$ cat config.mk
export PLATFORM = sky130hd
export DESIGN_NAME = ils_div
export DESIGN_NICKNAME = d
export VERILOG_FILES = /design/src/rtl/ils_pkg.sv /design/src/rtl/ils_div.sv
export SDC_FILE = /design/constraint.sdc
export NUM_CORES = 1
export LEC_CHECK = 0
export ABC_AREA = 1
export BUFFER_PORTS_ARGS = -buffer_cell sky130_fd_sc_hd__clkbuf_2
export CAP_MARGIN = 20
export CORE_UTILIZATION = 30
export CTS_CLUSTER_SIZE = 10
export DETAILED_ROUTE_END_ITERATION = 10
export GPL_ROUTABILITY_DRIVEN = 1
export GPL_TIMING_DRIVEN = 0
export PLACE_DENSITY = 0.42
export RECOVER_POWER = 50
export SLEW_MARGIN = 30
export SYNTH_ARGS = -nofsm -noshare
export SYNTH_HDL_FRONTEND = slang
export SYNTH_SLANG_ARGS = --single-unit
$ cat constraint.sdc
create_clock -name clk_i -period 3.6 [get_ports clk_i]
set_input_delay 0.72 -clock clk_i [delete_from_list [all_inputs] [get_ports clk_i]]
set_output_delay 0.72 -clock clk_i [all_outputs]
set_load 0.01 [all_outputs]
$ cat src/rtl/ils_pkg.sv
// Shared types, constants and helpers for the iterative linear solver.
// No dependencies.
`default_nettype none
package ils_pkg;

  localparam int MaxOrder     = 4;
  localparam int IdxW         = $clog2(MaxOrder);
  localparam int FractionBits = 16;

  localparam logic signed [63:0] SatMax   = 64'sh7FFF_FFFF_FFFF_FFFF;
  localparam logic [62:0]        RsqMax   = {63{1'b1}};
  localparam logic [63:0]        SqrtLimit = 64'd3037000499;

  localparam logic [7:0]         SweepReset = 8'd30;
  localparam logic signed [31:0] GuessReset = 32'sd655360000;
  localparam logic [2:0]         SizeReset  = 3'd3;

  typedef enum logic [1:0] {
    OP_LOAD_A = 2'd0,
    OP_LOAD_B = 2'd1,
    OP_SOLVE  = 2'd2,
    OP_NONE   = 2'd3
  } op_e;

  typedef enum logic [1:0] {
    CFG_METHOD = 2'd0,
    CFG_SWEEPS = 2'd1,
    CFG_GUESS  = 2'd2,
    CFG_SIZE   = 2'd3
  } cfg_idx_e;

  typedef enum logic [3:0] {
    S_IDLE, S_COPY, S_ROW, S_TERM, S_MUL, S_ACC, S_DRD, S_DST, S_DIV,
    S_RROW, S_RSQ, S_RADD, S_OUT
  } state_e;

  // Saturating add, clamps to +-(2^63-1)
  function automatic logic signed [63:0] sat_add(input logic signed [63:0] a,
                                                 input logic signed [63:0] b);
    logic signed [64:0] s;
    s = {a[63], a} + {b[63], b};
    if (s > 65'sh0_7FFF_FFFF_FFFF_FFFF) return SatMax;
    if (s < -65'sh0_7FFF_FFFF_FFFF_FFFF) return -SatMax;
    return s[63:0];
  endfunction

endpackage
`default_nettype wire

$ cat src/rtl/ils_div.sv
// Restoring signed divider, one quotient bit per cycle, result saturated
// to 32 bits and truncated toward zero. Depends on ils_pkg.
`default_nettype none
module ils_div import ils_pkg::*; (
  input  wire logic               clk_i,
  input  wire logic               rst_ni,
  input  wire logic               start_i,
  input  wire logic signed [63:0] dividend_i,
  input  wire logic signed [31:0] divisor_i,
  output logic                    done_o,
  output logic signed [31:0]      quot_o
);
  logic [5:0]  cnt_q;
  logic        busy_q, neg_q, done_q;
  logic [32:0] rem_q;
  logic [62:0] dvd_q;
  logic [31:0] dv_q;
  logic [32:0] trial;
  logic        fits;
  logic [63:0] dmag;

  assign trial = {rem_q[31:0], dvd_q[62]};
  assign fits  = trial >= {1'b0, dv_q};
  assign dmag  = dividend_i[63] ? 64'(-dividend_i) : 64'(dividend_i);

  always_ff @(posedge clk_i or negedge rst_ni) begin
    if (!rst_ni) begin
      busy_q <= 1'b0;
      done_q <= 1'b0;
      cnt_q  <= '0;
    end else begin
      done_q <= 1'b0;
      if (start_i) begin
        busy_q <= 1'b1;
        cnt_q  <= 6'd62;
      end else if (busy_q) begin
        if (cnt_q == '0) begin
          busy_q <= 1'b0;
          done_q <= 1'b1;
        end else begin
          cnt_q <= cnt_q - 6'd1;
        end
      end
    end
  end

  always_ff @(posedge clk_i) begin
    if (start_i) begin
      rem_q <= '0;
      dvd_q <= dmag[62:0];
      dv_q  <= divisor_i[31] ? 32'(-divisor_i) : 32'(divisor_i);
      neg_q <= dividend_i[63] ^ divisor_i[31];
    end else if (busy_q) begin
      rem_q <= fits ? trial - {1'b0, dv_q} : trial;
      dvd_q <= {dvd_q[61:0], fits};
    end
  end

  always_comb begin
    if (neg_q) begin
      quot_o = (dvd_q > 63'h8000_0000) ? 32'sh8000_0000 : 32'(-dvd_q[31:0]);
    end else begin
      quot_o = (dvd_q > 63'h7FFF_FFFF) ? 32'sh7FFF_FFFF : dvd_q[31:0];
    end
  end

  assign done_o = done_q;
endmodule
`default_nettype wire
==> results.json, run 1 <==
{
  "status": "completed",
  "place_area_um2": 14100,
  "rsz0062_at_grt": "false",
  "final_cells": 2747,
  "cts.htree.levels": 4,
  "p_seq_share_pct": 38.8,
  "hold_viol": 0,
  "cts_tree": "done",
  "detail-route-antenna-nets": 0,
  "wirelength_um": 47200,
  "syn_inst": 2037,
  "clock-sinks": 136,
  "placed_cells": 2707,
  "die_area_um2": 43200,
  "cts_made_buffers": 17,
  "wl_per_cell_um": 17.2,
  "hold_class": "primary input to asynchronous set/reset pin",
  "relSlewSlack_pct": 18.4,
  "clkPwrFrac_pct": 39.8,
  "met1_usage_pct": 27.4,
  "synth_fp_nets": 2175,
  "drtIter0Drc": 809,
  "area_growth_pct": 16.3,
  "yosys.cell_types.count": 47,
  "n_fill_cell": 4787,
  "synth_top_family_by_area": "simple AND/OR/NAND/NOR gates",
  "clkLatencyLatePin_ps": 470,
  "initial_core_util_pct": 30.4,
  "grt_max_degree": 46,
  "syn-cell-area_um2": 12700,
  "design_area_um2": 14800,
  "critPathRequiredTime_ps": 2880,
  "core-area_um2": 41900,
  "synth_top_cell_area_share_pct": 22.7,
  "root_buffer": "clkbuf_16",
  "busiest_layer": "met2",
  "yosys.area.top_type": "edfxtp_1",
  "pre_cts_ws_ps": 399,
  "grt_pass1_vias": 13100,
  "yosys_register_bits": 136,
  "switching_share_pct": 31.5,
  "synth_compound_area_share_pct": 7.52,
  "power_leakage_nw": 7.22,
  "peakVddDrop_uv": 242,
  "crit_path_start_kind": "register",
  "gr-total-overflow": 0,
  "num_vias": 13100,
  "power_per_cell_area_nw_per_um2": 340,
  "worst_pin_slew_ps": 1220,
  "antenna_found_initial": 0,
  "drc_errors": 0,
  "fmax_ghz": 0.290,
  "io_buffers": 130,
  "drv_cap": 0,
  "netSwitchingPower_w": 0.00159,
  "grt_pass1_wl_um": 73300,
  "placementRows": 75,
  "fp.dieW_um": 208,
  "yosys.area_share.simple_pct": 41.2,
  "seqCellArea_um2": 3720,
  "dp_hpwl_um": 39300,
  "viasPerCell": 4.77,
  "ys_seq_area_share_pct": 29.3,
  "synthAdderAreaFrac_pct": 3.90,
  "path_class": "register to primary output",
  "p_int_w": 0.00345,
  "setup_viol": 0,
  "grt_util_met3_pct": 2.93,
  "finalMaxSlewViolations": 0,
  "r2r-end": "dvd_q[7]",
  "grt_usage_pct": 22.3,
  "drive_gt1_share_pct": 10.8,
  "rr_worst_depth": 3,
  "ios": 132,
  "die_y_um": 208,
  "r2r_setup_slack_ps": 1070,
  "synth.avg_cell_area_um2": 6.24,
  "synth_area_leaders": "edfxtp_1 (23%), nand2_1 (19%), inv_1 (9.3%)",
  "worstPathArrival_ps": 2730,
  "firstDrtPassIters": 7,
  "p_comb_share_pct": 21.4,
  "hold_buffers": 0,
  "worstReg2RegStart": "busy_q",
  "synth_xor_area_share_pct": 6.41,
  "final_common_cell": "nand2_1",
  "period_share_pct": 95.7,
  "total_power_w": 0.00503,
  "ys_warn_count": 0,
  "skew_ps": 10.2,
  "synthMuxAreaShare_pct": 0,
  "setup_ws_ps": 153,
  "cts_buffer_depth": 2,
  "cp-end-kind": "primary output",
  "multi_input_area_um2": 7530,
  "layout_common_cells": "nand2_1 (646), inv_1 (312), nor2_1 (225), nand3_1 (192), clkbuf_2 (128)",
  "gp_congestion": 0.909,
  "grt_util_met2_pct": 39.3,
  "num_antenna_cells": 0,
  "cts.clk_slew.worst_paths_ps": 60,
  "layout_min_cycle_time_ps": 3450,
  "critPathMaxFanout": 10,
  "final_net_count": 2333
}
[logic make-up after synthesis]
kind of cell               Yosys count
AOI/OAI and AO/OA                  180
DFF                                136
adders and majority gates           39
and+or+nand+nor                   1215
xor gates and xnor gates            93
buffers and inverters              374
[how the worst max path moves through the flow]
stage | from | endpoint
after floorplan | start_i | cnt_q[5]
after global routing | dvd_q[61] | quot_o[14]
after CTS | dvd_q[0] | quot_o[21]
after global placement | start_i | cnt_q[5]
after detailed placement | dvd_q[0] | quot_o[21]
final | dvd_q[0] | quot_o[16]
[per-layer routing]
metal	part of all wire, %	up-vias
li1	-	6818
met4	3.2	0
met1	45	5974
met2	49	253
met5	0	-
met3	2.8	59
[sequential cells by signal, summed over array words and instances (netlist names)]
name	cells
busy_q	1
cnt_q	6
dvd_q	63
rem_q	32
done_o	1
neg_q	1
dv_q	32
[metrics by stage]
step                hold WS (ps)  util [%]  setup TNS [ps]
finish                       155      35.3               0
global route                 181      35.3               0
CTS                         56.8      35.3               0
detailed placement           465      33.6               0
global placement             464      33.5          -64200
floorplan                    424         -               0
[synth_stat cells, drive strengths merged]
cell / number
nand3b: 18
nand2: 667
a21o: 2
or3: 1
buf: 22
a32oi: 1
nand3: 196
o211ai: 1
o21ai: 130
edfxtp: 96
o31ai: 1
nor3b: 1
nor2: 232
ha: 38
a31oi: 8
xor2: 59
and2: 4
fa: 1
o21bai: 2
dfxtp: 32
xnor2: 34
clkbuf: 34
clkinv: 1
a21oi: 35
nor3: 38
nand4: 43
dfrtp: 8
and3: 2
nor4: 8
inv: 317
or2: 5
[cell type report]
class / instances / area share [%]
multi-input combinational: 1527 / 50.9
sequential: 136 / 25.2
inverter: 318 / 8.09
timing repair buffer: 139 / 4.82
tap: 539 / 4.56
clock buffer: 20 / 3.24
buffer: 56 / 1.93
clock inverter: 12 / 1.25
[critical path: stages (launching register included)]
cell      delay, ps
edfxtp_1        440
inv_2           140
ha_2            260
nand3_4         130
nor2_4          160
nand2_1         120
nor2_1          120
nand2_1         120
nand2_4         150
nand2_4          70
buf_6           150
o21ai_1         210
clkbuf_2        180
[what timing repair did]
item,4_1_cts,5_1_grt
endpoints found under the setup margin,16,7
pin swaps,0,1
setup buffers,1,7
gates resized for setup,6,3
[power groups by stage]
stage / sequential [W] / clock, W / combinational, W
6_report: 0.00195 / 0.00200 / 0.00108
3_3_place_gp: 0.00198 / 0 / 0.00107
2_1_floorplan: 0.00194 / 0 / 0.000683
5_1_grt: 0.00197 / 0.00212 / 0.00121
4_1_cts: 0.00195 / 0.00207 / 0.00108
3_5_place_dp: 0.00199 / 0 / 0.00107
(Power assumes the default switching activity.)
==> run 2, diff against run 1 <==
==> constraint.sdc (replaced) <==
create_clock -name clk_i -period 3.6 [get_ports clk_i]
set_input_delay 0.18 -clock clk_i [delete_from_list [all_inputs] [get_ports clk_i]]
set_output_delay 0.18 -clock clk_i [all_outputs]
set_load 0.01 [all_outputs]
==> results.json, run 2 (same netlist as run 1, synthesis figures left out) <==
{
  "status": "completed",
  "skew_ps": 9.88,
  "period_share_pct": 86.8,
  "reg_top3": "dvd_q x63, dv_q x32, rem_q x32",
  "final_cells": 2741,
  "drv_cap": 0,
  "drive_gt1_share_pct": 10.3,
  "relSlewSlack_pct": 18.4,
  "placed_cells": 2707,
  "layout_min_cycle_time_ps": 3130,
  "detail-route-antenna-nets": 0,
  "hold_class": "primary input to register",
  "critPathRequiredTime_ps": 3420,
  "num_vias": 13100,
  "setup_ws_ps": 474,
  "io_buffers": 130,
  "gp_congestion": 0.909,
  "worst_pin_slew_ps": 1220,
  "fp.dieW_um": 208,
  "cp-end-kind": "primary output",
  "total_power_w": 0.00502,
  "cts.clk_slew.worst_paths_ps": 60,
  "clkLatencyLatePin_ps": 470,
  "placementRows": 75,
  "power_leakage_nw": 7.19,
  "drc_errors": 0,
  "peakVddDrop_uv": 242,
  "path_class": "register to primary output",
  "n_fill_cell": 4794,
  "pre_cts_ws_ps": 939,
  "wirelength_um": 47100,
  "worstPathArrival_ps": 2950,
  "drtIter0Drc": 744,
  "die_y_um": 208,
  "grt_pass1_vias": 13100,
  "ios": 132,
  "cts_buffer_depth": 2,
  "largest_reg_flops": 63,
  "crit_path_start_kind": "register",
  "cts_tree": "done",
  "die_area_um2": 43200,
  "hold_viol": 0,
  "rsz0062_at_grt": "false",
  "final_common_cell": "nand2_1",
  "initial_core_util_pct": 30.4,
  "num_antenna_cells": 0,
  "area_growth_pct": 15.8,
  "viasPerCell": 4.77,
  "finalMaxSlewViolations": 0,
  "cts.htree.levels": 4,
  "antenna_found_initial": 0,
  "clock-sinks": 136,
  "final_net_count": 2327,
  "critPathMaxFanout": 10,
  "cts_made_buffers": 17,
  "firstDrtPassIters": 7,
  "grt_usage_pct": 22.3,
  "grt_max_degree": 46,
  "power_per_cell_area_nw_per_um2": 341,
  "setup_viol": 0,
  "dp_hpwl_um": 39300,
  "layout_common_cells": "nand2_1 (646), inv_1 (313), nor2_1 (224), nand3_1 (192), clkbuf_2 (127)",
  "cts_setup_buffers": 0,
  "fmax_ghz": 0.320,
  "root_buffer": "clkbuf_16",
  "top_register": "dvd_q",
  "core-area_um2": 41900,
  "wl_per_cell_um": 17.2,
  "grt_pass1_wl_um": 73300,
  "gr-total-overflow": 0
}
[run 2: repair_timing]
action / in CTS / in global routing
hold endpoints to repair: 9 / 0
resized for setup: 0 / 0
hold buffers: 2 / 0
[run 2: cell type report]
class                           count  area [µm²]  share of cell area, %
Inverter                          318        1200                   8.13
Tap cell                          539         674                   4.58
Clock buffer                       20         479                   3.26
Multi-Input combinational cell   1527        7500                   51.0
Timing Repair Buffer              133         672                   4.57
Buffer                             56         285                   1.94
Clock inverter                     12         185                   1.26
Sequential cell                   136        3720                   25.3
[run 2: through the flow]
step                      area (µm²)  TNS [ps]  util (%)  hold slack [ps]
final                          14700         0      35.2             47.5
after global placement         14000    -26400      33.5             40.5
after detailed placement       14100         0      33.6             38.4
after global routing           14700         0      35.2             43.7
after floorplan                12700         0         -             -116
after CTS                      14800         0      35.3             7.24
[run 2: per-layer routing]
metal | share of wire (%) | wire (µm) | GRT usage, % | vias up
met4 | 2.9 | 1390 | 8.48 | 0
li1 | - | - | - | 6808
met3 | 2.6 | 1240 | 2.93 | 55
met2 | 49 | 23200 | 39.3 | 245
met5 | 0 | 0 | 0 | -
met1 | 45 | 21300 | 27.4 | 5964
[run 2: worst max-delay path, stage by stage (launching register included)]
cell	delay, ps
edfxtp_1	430
inv_1	190
ha_1	290
nand3_2	180
nor2_2	210
nand2_1	130
nor2_1	120
nand2_1	120
nand2_4	180
nand2_4	70
buf_6	150
o21ai_1	210
clkbuf_2	180
[run 2: where the power goes]
| group | internal [W] | switching [W] |
|---|---|---|
| clock network | 0.00125 | 0.000760 |
| logic | 0.000358 | 0.000705 |
| registers | 0.00183 | 0.000120 |
| total | 0.00344 | 0.00158 |
[run 2: path summary, 6_finish.rpt]
| check | from | end | slack (ps) | depth (start not counted) |
|---|---|---|---|---|
| worst max-delay path | dvd_q[0] | quot_o[19] | 470 | 12 |
| worst min-delay path | divisor_i[27] | dv_q[27] | 50 | 3 |
| worst max register to register | busy_q | dvd_q[7] | 1070 | 3 |
| worst min register to register | rem_q[4] | rem_q[4] | 470 | 2 |
| max in group asynchronous | rst_ni | cnt_q[1] | 3140 | 2 |
| min in group asynchronous | rst_ni | cnt_q[3] | 160 | 2 |
